$ cat src/sv/trr_pkg.sv
// ----------------------------------------------------------------------------
// trr_pkg
// Shared types and constants for the timer resolution rescale pipeline.
// ----------------------------------------------------------------------------
package trr_pkg;

  localparam int unsigned RES_W  = 30;
  localparam int unsigned SEC_W  = 32;
  localparam int unsigned TICK_W = 32;
  localparam int unsigned PROD_W = 2 * RES_W;

  localparam logic [31:0] NANOSEC = 32'd1000000000;

  localparam logic [1:0] MODE_ROUND_HALF = 2'd1;
  localparam logic [1:0] MODE_ROUND_UP   = 2'd2;

  // side data riding along the fold divider
  typedef struct packed {
    logic               err;
    logic [SEC_W-1:0]   secs;
    logic [TICK_W-1:0]  ticks;
    logic [RES_W-1:0]   target;
    logic [1:0]         mode;
  } fold_side_t;

  // side data riding along the rescale divider
  typedef struct packed {
    logic               err;
    logic [SEC_W-1:0]   secs;
    logic [TICK_W-1:0]  ticks;
    logic [RES_W-1:0]   target;
  } scale_side_t;

endpackage

$ cat src/sv/trr_mul_stage.sv
// ----------------------------------------------------------------------------
// trr_mul_stage
// Folds seconds, forms remainder times target, then adds the rounding bias.
// ----------------------------------------------------------------------------
module trr_mul_stage
  import trr_pkg::*;
(
  input  logic               clk,
  input  logic               rst_n,
  input  logic               en,
  input  logic               in_v,
  input  logic [RES_W:0]     fold_quot,
  input  logic [RES_W-1:0]   fold_rem,
  input  logic [RES_W-1:0]   den_in,
  input  fold_side_t         side_in,
  output logic               out_v,
  output logic [PROD_W-1:0]  sum,
  output logic [RES_W-1:0]   den_out,
  output scale_side_t        side_out
);

  logic               v1_r, v2_r;
  logic [PROD_W-1:0]  prod_r;
  logic [RES_W-1:0]   bias_r;
  logic [RES_W-1:0]   den1_r, den2_r;
  scale_side_t        side1_r, side2_r;
  logic [PROD_W-1:0]  sum_r;
  logic [RES_W-1:0]   bias_nxt;
  logic [SEC_W-1:0]   secs_nxt;

  always_comb begin
    case (side_in.mode)
      MODE_ROUND_HALF: bias_nxt = den_in >> 1;
      MODE_ROUND_UP:   bias_nxt = den_in - RES_W'(1);
      default:         bias_nxt = '0;
    endcase
    secs_nxt = side_in.err ? side_in.secs
                           : side_in.secs + SEC_W'(fold_quot);
  end

  always_ff @(posedge clk) begin
    if (!rst_n) begin
      v1_r <= 1'b0;
      v2_r <= 1'b0;
    end else if (en) begin
      v1_r <= in_v;
      v2_r <= v1_r;
    end
  end

  always_ff @(posedge clk) begin
    if (en) begin
      prod_r         <= fold_rem * side_in.target;
      bias_r         <= bias_nxt;
      den1_r         <= den_in;
      side1_r.err    <= side_in.err;
      side1_r.secs   <= secs_nxt;
      side1_r.ticks  <= side_in.ticks;
      side1_r.target <= side_in.target;
      sum_r          <= prod_r + PROD_W'(bias_r);
      den2_r         <= den1_r;
      side2_r        <= side1_r;
    end
  end

  assign out_v    = v2_r;
  assign sum      = sum_r;
  assign den_out  = den2_r;
  assign side_out = side2_r;

endmodule
$ cat config.mk
export PLATFORM = sky130hd
export DESIGN_NAME = trr_mul_stage
export DESIGN_NICKNAME = d
export VERILOG_FILES = /design/src/sv/trr_pkg.sv /design/src/sv/trr_mul_stage.sv
export SDC_FILE = /design/constraint.sdc
export NUM_CORES = 2
export LEC_CHECK = 0
export BUFFER_PORTS_ARGS = -buffer_cell sky130_fd_sc_hd__buf_2
export CAP_MARGIN = 20
export CORE_MARGIN = 2
export CORE_UTILIZATION = 60
export CTS_CLUSTER_SIZE = 25
export DETAILED_ROUTE_END_ITERATION = 10
export GPL_TIMING_DRIVEN = 0
export PLACE_DENSITY = 0.8
export SETUP_SLACK_MARGIN = 0.5
export SLEW_MARGIN = 5
export SYNTH_ARGS = -nofsm -noshare
export SYNTH_HDL_FRONTEND = slang
export SYNTH_SLANG_ARGS = --single-unit
$ cat constraint.sdc
create_clock -name clk -period 29.8 [get_ports clk]
set_input_delay 8.94 -clock clk [delete_from_list [all_inputs] [get_ports clk]]
set_output_delay 8.94 -clock clk [all_outputs]
set_load 0.05 [all_outputs]
## Yosys cells after proc, flatten, opt, wreduce, memory -nomap -nowiden

Index checks and enable logic that the tools add are counted.

- Multiply operators: 1
- Equal/unequal tests: 2
- Add/sub/neg operators: 3
- Mux-type cells: 2

Operators with widths:

| kind | count |
|---|---|
| $add 60x30->60 | 1 |
| $mul 30x30->60 | 1 |
| $pmux 30 s2 | 1 |
| $add 32x31->32 | 1 |
| $mux 32 | 1 |
| $sub 30x1->30 const B | 1 |
| $eq 2x1->1 const B | 1 |
| $eq 2x2->1 const B | 1 |

- Bits in registers: 402
- Output and inout port bits: 186
- Logic and storage cells: 23

## Longest topological paths before layout

- Depth after elaboration: 2
- Depth in mapped cells: 29
- Gate-level depth less buffers: 27

## Worst setup path after synthesis

OpenSTA, ideal clock, no wires.

- Path kind: input to register
- Start point: input side_in[5] (netlist name)
- End point: register prod_r[58], data pin
- Data required time: 29535 ps
- Data arrival time: 15790 ps
- Stages: 25
- Buffers on the path: 2
- Setup time: 265 ps
- Setup slack: 13745 ps
- Path through: clkbuf_1 -> and2_1 -> fa_1 -> fa_1 -> fa_1 -> inv_1 -> fa_1 -> inv_1 -> fa_1 -> inv_1 -> fa_1 -> inv_1 -> fa_1 -> inv_1 -> fa_1 -> inv_1 -> ha_1 -> clkbuf_1 -> nand4_1 -> or4_1 -> o2111a_1 -> or4_1 -> a21o_1 -> o211ai_1 -> xor2_1

- Cells in the longest elaborated chain, start to end: 1

Ends and longest elaborated chain:

| item | line | text |
|---|---|---|
| start: declaration | trr_mul_stage.sv:15 | `input fold_side_t side_in,` |
| $mul 30x30->60 | trr_mul_stage.sv:53 | `prod_r <= fold_rem * side_in.target;` |
| end signal: assignment | trr_mul_stage.sv:53 |  |
| end: declaration | trr_mul_stage.sv:23 | `logic [PROD_W-1:0] prod_r;` |

Every way passes these cells.
A chain may end at the register's enable or synchronous reset.

## Final worst setup path

- Start point: input side_in[11] (netlist name)
- End point: register prod_r[59], data pin

Same word-level chain as after synthesis.

==> reports/qor.txt <==
GPL Wtd Cong -> 1.02
Worst setup EP type -> flip-flop
WHS Path Cells -> 0
Global-route wire length before repair -> 204000 µm
Ranking of synthesized cells by area -> fa_1, edfxtp_1, ha_1
HP Class -> reg -> reg
Initial DRC count -> 3108
Clock input transition at the sequential cells of the worst setup and hold paths -> 0.06 ns
Routed length per placed instance -> 22.8 µm
# DRC -> 0
Max Cap Viol -> 0
Vias per cell -> 5.79
Main flop type after synthesis -> edfxtp_1
Pre-Repair DR Iteration Count -> 6
Met2 usage -> 0.552
DIE WIDTH -> 283 µm
Number of global-route vias before repair -> 35000
Worst endpoint required time -> 30.11 ns
Gr usage total -> 0.347
Root Buffer -> clkbuf_16
Antenna violations before repair -> 21
Reg2reg start -> prod_r[0]
H-Tree Depth -> 2
GR peak layer -> met2
Startpoint Class -> input pin
Syn Inst Count -> 4506
CP Max Fanout -> 10
GRT met1 Usage -> 0.431
CTS tree -> done
R2R Setup Slk -> 25.90 ns
CP Data Arrival Time -> 17.39 ns
Share of the synthesized area in the top cell type -> 0.335
Met3 Resource Use GR -> 0.0869
Grt total ovfl -> 0
Reg2Reg Depth -> 13
Nets -> 6187
Ys async rst share -> 0
YS warnings -> 0
Slew HR -> 0.227
Final period util -> 0.573
Endpoint, Worst Hold -> side_out[73]
PostCTS Resize Cnt -> 0
Status -> complete, no violations
Total core area -> 0.0772 mm²
Register area share after synthesis -> 0.258
Slew Limit Fails -> 0
Hold_sp -> side1_r[73]
Yosys cell types -> 65
P&R area growth vs syn -> 9.79%
Filler cell count -> 6114
CP max stage cell -> clkbuf_1
Kind of critical path -> in -> reg
Synthesized area per cell -> 10.4 µm²
Post-synth EDFFs -> 400
Cell area after synthesis -> 0.0467 mm²
Buffer count from post-CTS setup fixing -> 0
Setup Skew -> 0.0244 ns
I/O Pins -> 378
Initial core utilization -> 0.604
Crit path largest cell delay -> 0.85 ns
Die footprint -> 0.0800 mm²
CP top delay family -> adder cells
Synthesized flop and latch total -> 402
Clk Latency, worst-skew pair -> 0.59 ns
Largest net degree at the start of global routing -> 120
Setup-failing EPs final -> 0
RR Endpoint -> sum[58]
Slew of the pin with the lowest slew margin -> 1.16 ns
Hold-fix buffer count after cts -> 0
# clock sinks -> 402
Fmax -> 58.6 MHz
WP buf/inv -> 7
Post-Route WL -> 136000 µm
CTS max path bufs -> 3
Detailed Place HPWL -> 110000 µm
Setup TNS -> 0 ns
Num CTS Buffers -> 43
Site Rows -> 102
Most area-hungry cell type in the Yosys netlist -> fa_1
Setup repair after global routing missed its margin -> no
Final-report hold violation count -> 0
Crit-path most repeated cell -> fa_1
Die Ht -> 283 µm
Port Buffers -> 347
Antenna Nets Post-Route -> 0
Final min period -> 17.08 ns
Via count -> 34700
Net Count, Synth -> 5792
Layout cells sized above 1 -> 0.0875
[worst register-to-register path, cell delays in order (launching register included)]
cell and delay, ns:
edfxtp_1 0.32, ha_1 0.19, inv_1 0.06, fa_1 0.41, nor2b_1 0.13, o21ai_0 0.14
a21oi_1 0.34, o211ai_1 0.21, a41o_1 0.33, o31a_1 0.35, o31a_1 0.42, clkbuf_1 0.32
nor3_1 0.29, xnor2_1 0.12
[state kept, by name, summed over array words and instances (netlist names)]
name      cells
v1_r          1
den_out      30
den1_r       30
side_out     95
bias_r       30
sum          60
prod_r       60
out_v         1
side1_r      95
[routing by layer]
metal / routed length (µm) / vias to the layer above
met4: 9750 / 14
met5: 137 / -
li1: - / 14900
met3: 14800 / 556
met1: 48200 / 17200
met2: 63500 / 2015
[cells in the final DEF, fill, tap and decap left out, drive strengths merged, types with 96 or more instances in the layout]
master	count
inv	855
fa	782
and2	536
nand2	517
edfxtp	400
buf	351
ha	312
clkbuf	277
a21oi	116
o21ai	104
xnor2	100
nor2	96
[synth_stat cells, types with 14 or more instances]
master / instances
a211oi_1: 14
a21o_1: 75
a21oi_1: 116
a31oi_1: 20
and2_1: 536
and3_1: 17
clkbuf_1: 227
edfxtp_1: 400
fa_1: 782
ha_1: 312
inv_1: 851
nand2_1: 516
nand3_1: 39
nand4_1: 30
nor2_1: 95
nor3_1: 26
o21a_1: 15
o21ai_0: 98
o21bai_1: 23
xnor2_1: 100
xor2_1: 58
[kinds of logic after synthesis]
family,after synthesis,share of synthesized area
AO/OA/AOI/OAI,433,0.0587
XOR/XNOR,158,0.0297
adder cells (fa/ha/maj),1094,0.419
buffers and inverters,1079,0.0868
flip-flops,402,0.258
multiplexers,9,0.00204
AND/OR/NAND/NOR,1331,0.145
[per-stage QoR]
step	cells	worst slack [ns]	utilization	cell area, µm²	hold slack, ns
2_1_floorplan	4506	13.75	-	46700	0.400
4_1_cts	5975	12.89	0.663	51200	0.416
3_5_place_dp	5896	12.30	0.645	49800	0.405
6_report	5991	12.72	0.664	51200	0.415
5_1_grt	5986	12.51	0.663	51200	0.421
3_3_place_gp	5893	12.29	0.644	49700	0.400
[worst max-delay path by stage]
stage / depth (start not counted) / slack, ns / from / to
floorplan: 25 / 13.75 / side_in[5] / prod_r[58]
global placement: 23 / 12.29 / side_in[10] / prod_r[59]
detailed placement: 23 / 12.30 / side_in[10] / prod_r[59]
CTS: 23 / 12.89 / side_in[10] / prod_r[59]
global route: 28 / 12.51 / side_in[9] / prod_r[59]
finish: 25 / 12.72 / side_in[11] / prod_r[59]
[cell type report]
type,instances,area (µm²),area share
plain buffers,228,856,0.0167
clock buffers,50,1100,0.0215
well taps,1040,1300,0.0254
inverters,851,3190,0.0623
multi-input cells,3025,30600,0.597
flip-flops and latches,402,12100,0.235
clock inverters,29,297,0.00579
repair buffers,350,1830,0.0357
diodes,16,40.0,0.000781
Power is not shown: default switching activity piles up to over one toggle a cycle in this logic, so the estimate is an artifact.
