## src/sv/trr_pkg.sv

```systemverilog
// ----------------------------------------------------------------------------
// trr_pkg
// Shared types and constants for the timer resolution rescale pipeline.
// ----------------------------------------------------------------------------
package trr_pkg;

  localparam int unsigned RES_W  = 30;
  localparam int unsigned SEC_W  = 32;
  localparam int unsigned TICK_W = 32;
  localparam int unsigned PROD_W = 2 * RES_W;

  localparam logic [31:0] NANOSEC = 32'd1000000000;

  localparam logic [1:0] MODE_ROUND_HALF = 2'd1;
  localparam logic [1:0] MODE_ROUND_UP   = 2'd2;

  // side data riding along the fold divider
  typedef struct packed {
    logic               err;
    logic [SEC_W-1:0]   secs;
    logic [TICK_W-1:0]  ticks;
    logic [RES_W-1:0]   target;
    logic [1:0]         mode;
  } fold_side_t;

  // side data riding along the rescale divider
  typedef struct packed {
    logic               err;
    logic [SEC_W-1:0]   secs;
    logic [TICK_W-1:0]  ticks;
    logic [RES_W-1:0]   target;
  } scale_side_t;

endpackage

```

## src/sv/trr_div_pipe.sv

```systemverilog
// ----------------------------------------------------------------------------
// trr_div_pipe
// Pipelined restoring divider, one quotient bit per register stage.
// ----------------------------------------------------------------------------
module trr_div_pipe
  import trr_pkg::*;
#(
  parameter int unsigned NUM_W  = 31,
  parameter int unsigned SIDE_W = 8
) (
  input  logic              clk,
  input  logic              rst_n,
  input  logic              en,
  input  logic              in_v,
  input  logic [RES_W-1:0]  rem_in,
  input  logic [NUM_W-1:0]  num_in,
  input  logic [RES_W-1:0]  den_in,
  input  logic [SIDE_W-1:0] side_in,
  output logic              out_v,
  output logic [NUM_W-1:0]  quot,
  output logic [RES_W-1:0]  rem_out,
  output logic [RES_W-1:0]  den_out,
  output logic [SIDE_W-1:0] side_out
);

  logic              v_r    [NUM_W];
  logic [RES_W-1:0]  rem_r  [NUM_W];
  logic [NUM_W-1:0]  num_r  [NUM_W];
  logic [RES_W-1:0]  den_r  [NUM_W];
  logic [SIDE_W-1:0] side_r [NUM_W];

  for (genvar s = 0; s < NUM_W; s++) begin : g_st
    logic              v_i;
    logic [RES_W-1:0]  rem_i;
    logic [NUM_W-1:0]  num_i;
    logic [RES_W-1:0]  den_i;
    logic [SIDE_W-1:0] side_i;
    logic [RES_W:0]    trial;
    logic [RES_W:0]    diff;
    logic              ge;

    if (s == 0) begin : g_first
      assign v_i    = in_v;
      assign rem_i  = rem_in;
      assign num_i  = num_in;
      assign den_i  = den_in;
      assign side_i = side_in;
    end else begin : g_next
      assign v_i    = v_r[s-1];
      assign rem_i  = rem_r[s-1];
      assign num_i  = num_r[s-1];
      assign den_i  = den_r[s-1];
      assign side_i = side_r[s-1];
    end

    assign trial = {rem_i, num_i[NUM_W-1]};
    assign diff  = trial - {1'b0, den_i};
    assign ge    = (trial >= {1'b0, den_i});

    always_ff @(posedge clk) begin
      if (!rst_n) begin
        v_r[s] <= 1'b0;
      end else if (en) begin
        v_r[s] <= v_i;
      end
    end

    always_ff @(posedge clk) begin
      if (en) begin
        rem_r[s]  <= ge ? diff[RES_W-1:0] : trial[RES_W-1:0];
        num_r[s]  <= {num_i[NUM_W-2:0], ge};
        den_r[s]  <= den_i;
        side_r[s] <= side_i;
      end
    end
  end

  assign out_v    = v_r[NUM_W-1];
  assign quot     = num_r[NUM_W-1];
  assign rem_out  = rem_r[NUM_W-1];
  assign den_out  = den_r[NUM_W-1];
  assign side_out = side_r[NUM_W-1];

endmodule

```

## config.mk

```make
export PLATFORM = sky130hd
export DESIGN_NAME = trr_div_pipe
export DESIGN_NICKNAME = d
export VERILOG_FILES = /design/src/sv/trr_pkg.sv /design/src/sv/trr_div_pipe.sv
export SDC_FILE = /design/constraint.sdc
export NUM_CORES = 2
export LEC_CHECK = 0
export BUFFER_PORTS_ARGS = -buffer_cell sky130_fd_sc_hd__buf_2
export CAP_MARGIN = 0
export CORE_MARGIN = 2
export CORE_UTILIZATION = 27
export CTS_CLUSTER_SIZE = 20
export DETAILED_ROUTE_END_ITERATION = 10
export PLACE_DENSITY_LB_ADDON = 0.05
export SLEW_MARGIN = 5
export SYNTH_ARGS = -nofsm -noshare
export SYNTH_HDL_FRONTEND = slang
export SYNTH_SLANG_ARGS = --single-unit
```

## constraint.sdc

```tcl
create_clock -name clk -period 9.3 [get_ports clk]
set_input_delay 1.86 -clock clk [delete_from_list [all_inputs] [get_ports clk]]
set_output_delay 1.86 -clock clk [all_outputs]
set_load 0.02 [all_outputs]
```

; After elaboration in Yosys (flattened, before gate mapping)
; Memory sizes are Yosys's and may differ from the RTL's.
; Index checks and enable logic that the tools add are counted.
[word_totals]
reg_bits = 0
ramBits = 3100
wordCells = 165
mem_count = 5
[mem_list]
columns = memory, depth, width, rd, rd_clocked_by_memory_dff, wr, line_no
row1 = num_r, 31, 31, 31, 0, 31, trr_div_pipe.sv:28  ; logic [NUM_W-1:0] num_r [NUM_W];
row2 = den_r, 31, 30, 31, 0, 31, trr_div_pipe.sv:29  ; logic [RES_W-1:0] den_r [NUM_W];
row3 = rem_r, 31, 30, 31, 0, 31, trr_div_pipe.sv:27  ; logic [RES_W-1:0] rem_r [NUM_W];
row4 = side_r, 31, 8, 31, 0, 31, trr_div_pipe.sv:30  ; logic [SIDE_W-1:0] side_r [NUM_W];
row5 = v_r, 31, 1, 31, 0, 31, trr_div_pipe.sv:26  ; logic v_r [NUM_W];
[classes]
add_sub_neg = 31
order_cmp = 31
mux = 67
bitwise_logic = 31
[op_table]
columns = op, n
row1 = 31-bit by 30-bit greater-or-equal comparator with 1-bit output, 31
row2 = 30-bit two-way mux, 31
row3 = 30-bit subtractor, 31
row4 = 1-bit two-way mux, 36
row5 = 1-bit OR, 31

; Logic depth before layout (Yosys ltp)
[logic_depth]
ltp_word = 4
ltp_mapped = 16
depth_no_buf = 14

; Worst setup path before layout
; Ideal clock, no wire load.
[synth_path]
kind = in2reg
from = in den_in[1]
to = mem rem_r[0][29] (data pin)
setup_time_ps = 260
arrival_time_ps = 4671
setup_slack_ps = 4369
path_stages = 13
n_path_buf = 0
path_cell_list = inv_1 ha_1 nor2b_1 o31a_1 o21a_1 o311a_1 a21o_1 a221o_1 a221o_1 a21boi_1 o21ai_0 xor2_1 mux2_2
[synth_rtl]
columns = item, line_no
row1 = from (decl), trr_div_pipe.sv:17  ; input logic [RES_W-1:0] den_in,
row2 = to (decl), trr_div_pipe.sv:27

==> results.cfg <==
[run_status]
outcome = finished clean

[layout]
nets = 13279
synthToLayoutAreaGrowth_pct = 15.3
drive_gt1_share_pct = 11.5
final_core_util_pct = 31.3
fillers = 55790

[timing]
final_worst_slack_ns = 4.19
post_route_setup_tns_ns = 0
final_max_slew_viol_count = 0
layout_worst_path_cycle_share_pct = 55.0
relative_slew_slack_pct = 17.6
final.min_clock_period_ns = 5.11
fmax_mhz = 196
timing.hold.ws_ns = 0.393
slew_at_the_pin_with_the_worst_max_slew_slack_ns = 1.23
setup_viol = 0
finalClockSkew_ns = 0.0693
unrepaired_setup_endpoints_after_global_routing = false
final_hold_viol_count = 0

[routing]
drtAntennaViolNets = 0
finalWirelength_um = 388000
initialDrtViolationCount = 6090
total_number_of_vias = 91291
post_drt_via_cell_ratio = 4.56
drc = 0
route.detailed.wl_per_inst_um = 19.4
drtPass1Iterations = 5

[clock_network]
cts.hold.buffers_added = 0
numCtsBuffers = 387
clock-root-buffer = clkbuf_16
post_cts_resize_count = 0
clockBufferDepth = 4
cts_tree = built
cts.reportedPaths.clkPinSlew_ns = 0.06
cts.repair_timing.setup_buffer_count = 0
htreeDepth = 5
insertion_delay_ns = 1.00
cts_num_sinks = 3100

[worst_hold_path]
hold_path.class = reg2reg

[worst_setup_path]
crit_path_arrival_time_ns = 5.81
cp-start-kind = flip-flop
timing_worst_setup_path_type = reg2reg
worst_setup_path_end_kind = flip-flop
worstPathRequired_ns = 10.00
highest_net_fanout_along_the_worst_path = 31

[global_route]
number_of_antenna_violations_at_the_first_check_in_global_routing = 33
global_route.overflow_total = 0
global_route.usage.total_pct = 13.2
grt_pass1_vias = 91733
first_pass_grt_wire_length_um = 586000
grt_max_degree = 154

[yosys]
synth_area_per_cell_sq_um = 12.9
synthDistinctLibCells = 90
synthesis.instances = 11822
top_ff_cell_synth = edfxtp_1
synth_enable_flop_cells = 3099
synthesis.area_sq_um = 152000
ys.warnings.count = 0
postSynth.asyncResetShare_pct = 0
synth_sequential_area_ratio_pct = 61.2
postSynthNetCount = 12886
number_of_storage_elements_in_the_synthesis_netlist = 3100

[floorplanning]
design.die.area_sq_um = 569000
die_width_um = 754
floorplan.initialDensity_pct = 27.1
design.portCount = 203
num_rows = 275
die_h_um = 754
placeableCoreArea_sq_um = 561000

[placed_design]
placement.setup.worst_slack_ns = 3.75
buffer_ports.inserted = 202
dpl.hpwl_um = 286000
routability_congestion_estimate_from_global_placement = 0.813

[power]
power.density_nw_per_um2 = 351
report.power.total_mw = 61.6
vdd_drop_max_mv = 0.159
power.leakage_nw = 68.2

[flow_run]
max-cap-violations = 0
power breakdown:
group	total [mW]	switching [mW]	internal [mW]	leakage, nW
clock network	15.5	6.24	9.21	6.29
registers	21.8	1.99	19.8	30.3
logic	24.3	13.6	10.7	31.5
synthesized netlist by cell type, drive strengths merged (19+ instances only):
library cell  number  share of area, %
edfxtp          3099                61
inv             1161               2.9
ha               930               7.7
a21oi            840               2.8
o21ai            651               2.1
nand2            648               1.6
nor2             548               1.4
mux2             509               3.8
xnor2            502               2.9
a21o             468               2.3
xor2             284               1.6
nand3            180              0.59
clkbuf           169              0.42
o21a             146              0.72
nor2b            135              0.56
nand4            128              0.53
and3             127              0.52
nand2b           122              0.50
nor3             117              0.39
buf              105              0.40
a31oi            101              0.42
a211oi            85              0.42
o21bai            83              0.41
o31ai             53              0.26
mux2i             49              0.32
o211ai            39              0.19
or3               38              0.16
nor4              35              0.14
or2               34              0.14
fa                31              0.41
a211o             28              0.16
a21boi            28              0.14
o31a              24              0.14
and4              23              0.13
and2              20             0.082
a2111oi           19              0.11
a221oi            19              0.11
a31o              19              0.11
a41oi             19              0.11
routing by layer:
| metal | up-vias | share of wire [%] | GRT usage, % | wire length [um] |
|---|---|---|---|---|
| met5 | - | 0.022 | 0 | 85 |
| met2 | 1550 | 45 | 20.9 | 174000 |
| li1 | 44646 | - | - | - |
| met4 | 14 | 2.6 | 3.42 | 9970 |
| met3 | 528 | 4.3 | 2.32 | 16700 |
| met1 | 44553 | 48 | 18.7 | 187000 |
flip-flops by register name (all words and copies together), names as in the netlist:
register and count:
rem_r 930, side_r 248, num_r 961, den_r 930
v_r 31
path summary, 6_finish.rpt:
path                                     from             to  slack [ns]  depth (start not counted)
worst min-delay path            num_r[17][17]  num_r[18][18]        0.39                          0
worst max register to register  den_r[0][181]    rem_r[7][5]        4.19                         13
worst min register to register  num_r[17][17]  num_r[18][18]        0.39                          0
worst max-delay path            den_r[0][181]    rem_r[7][5]        4.19                         13
critical path, cell delays in order (launching register included):
cell and delay, ns:
edfxtp_1 0.43, inv_1 0.08, ha_1 0.23, nor2b_1 0.13, o21ai_0 0.26, a21boi_1 0.20, nor3b_1 0.39, o21ai_1 0.30
a221oi_1 0.51, a31oi_1 0.34, a221oi_1 0.41, o21ai_0 0.22, a21oi_4 0.91, mux2_2 0.42
cell type report:
| type | count | area, sq um | share of cell area [%] |
|---|---|---|---|
| Clock inverter | 248 | 3050 | 1.74 |
| Clock buffer | 460 | 9980 | 5.69 |
| Antenna cell | 3 | 7.51 | 0.00428 |
| Inverter | 1161 | 4360 | 2.49 |
| Timing Repair Buffer | 278 | 1780 | 1.02 |
| Sequential cell | 3100 | 93100 | 53.1 |
| Tap cell | 7479 | 9360 | 5.34 |
| Multi-Input combinational cell | 7287 | 53700 | 30.6 |
logic make-up (layout without fill, tap and decap cells):
group                      count (synthesis)  in the layout  share of synthesized area (%)
DFF                                     3100           3100                           61.2
AOI/OAI and AO/OA                       2759           2759                           11.3
and+or+nand+nor                         2223           2223                           7.06
buffers and inverters                   1435           2147                           3.68
adders and majority gates                961            961                           8.06
xor gates and xnor gates                 786            786                           4.53
muxes                                    558            558                           4.09
other                                      0              3                              0
layout by cell type (no fill, tap or decap), drive strengths merged, types with 53 or more instances in the layout:
cell type	n
edfxtp	3099
a21oi	840
a21o	468
nor2b	135
xnor2	502
o31ai	53
a31oi	101
nand2b	122
ha	930
bufinv	54
buf	278
clkbuf	460
inv	1175
mux2	509
o21ai	651
nor3	117
clkinv	161
nand4	128
nand2	648
nand3	180
o21bai	83
nor2	548
xor2	284
a211oi	85
o21a	146
and3	127
per-stage QoR:
stage          instance area, sq um  std cells
2_1_floorplan                152000      11822
3_3_place_gp                 162000      19305
3_5_place_dp                 162000      19305
4_1_cts                      175000      20013
5_1_grt                      175000      20015
6_report                     175000      20016
Note: power is estimated with default switching activity, not from simulation.
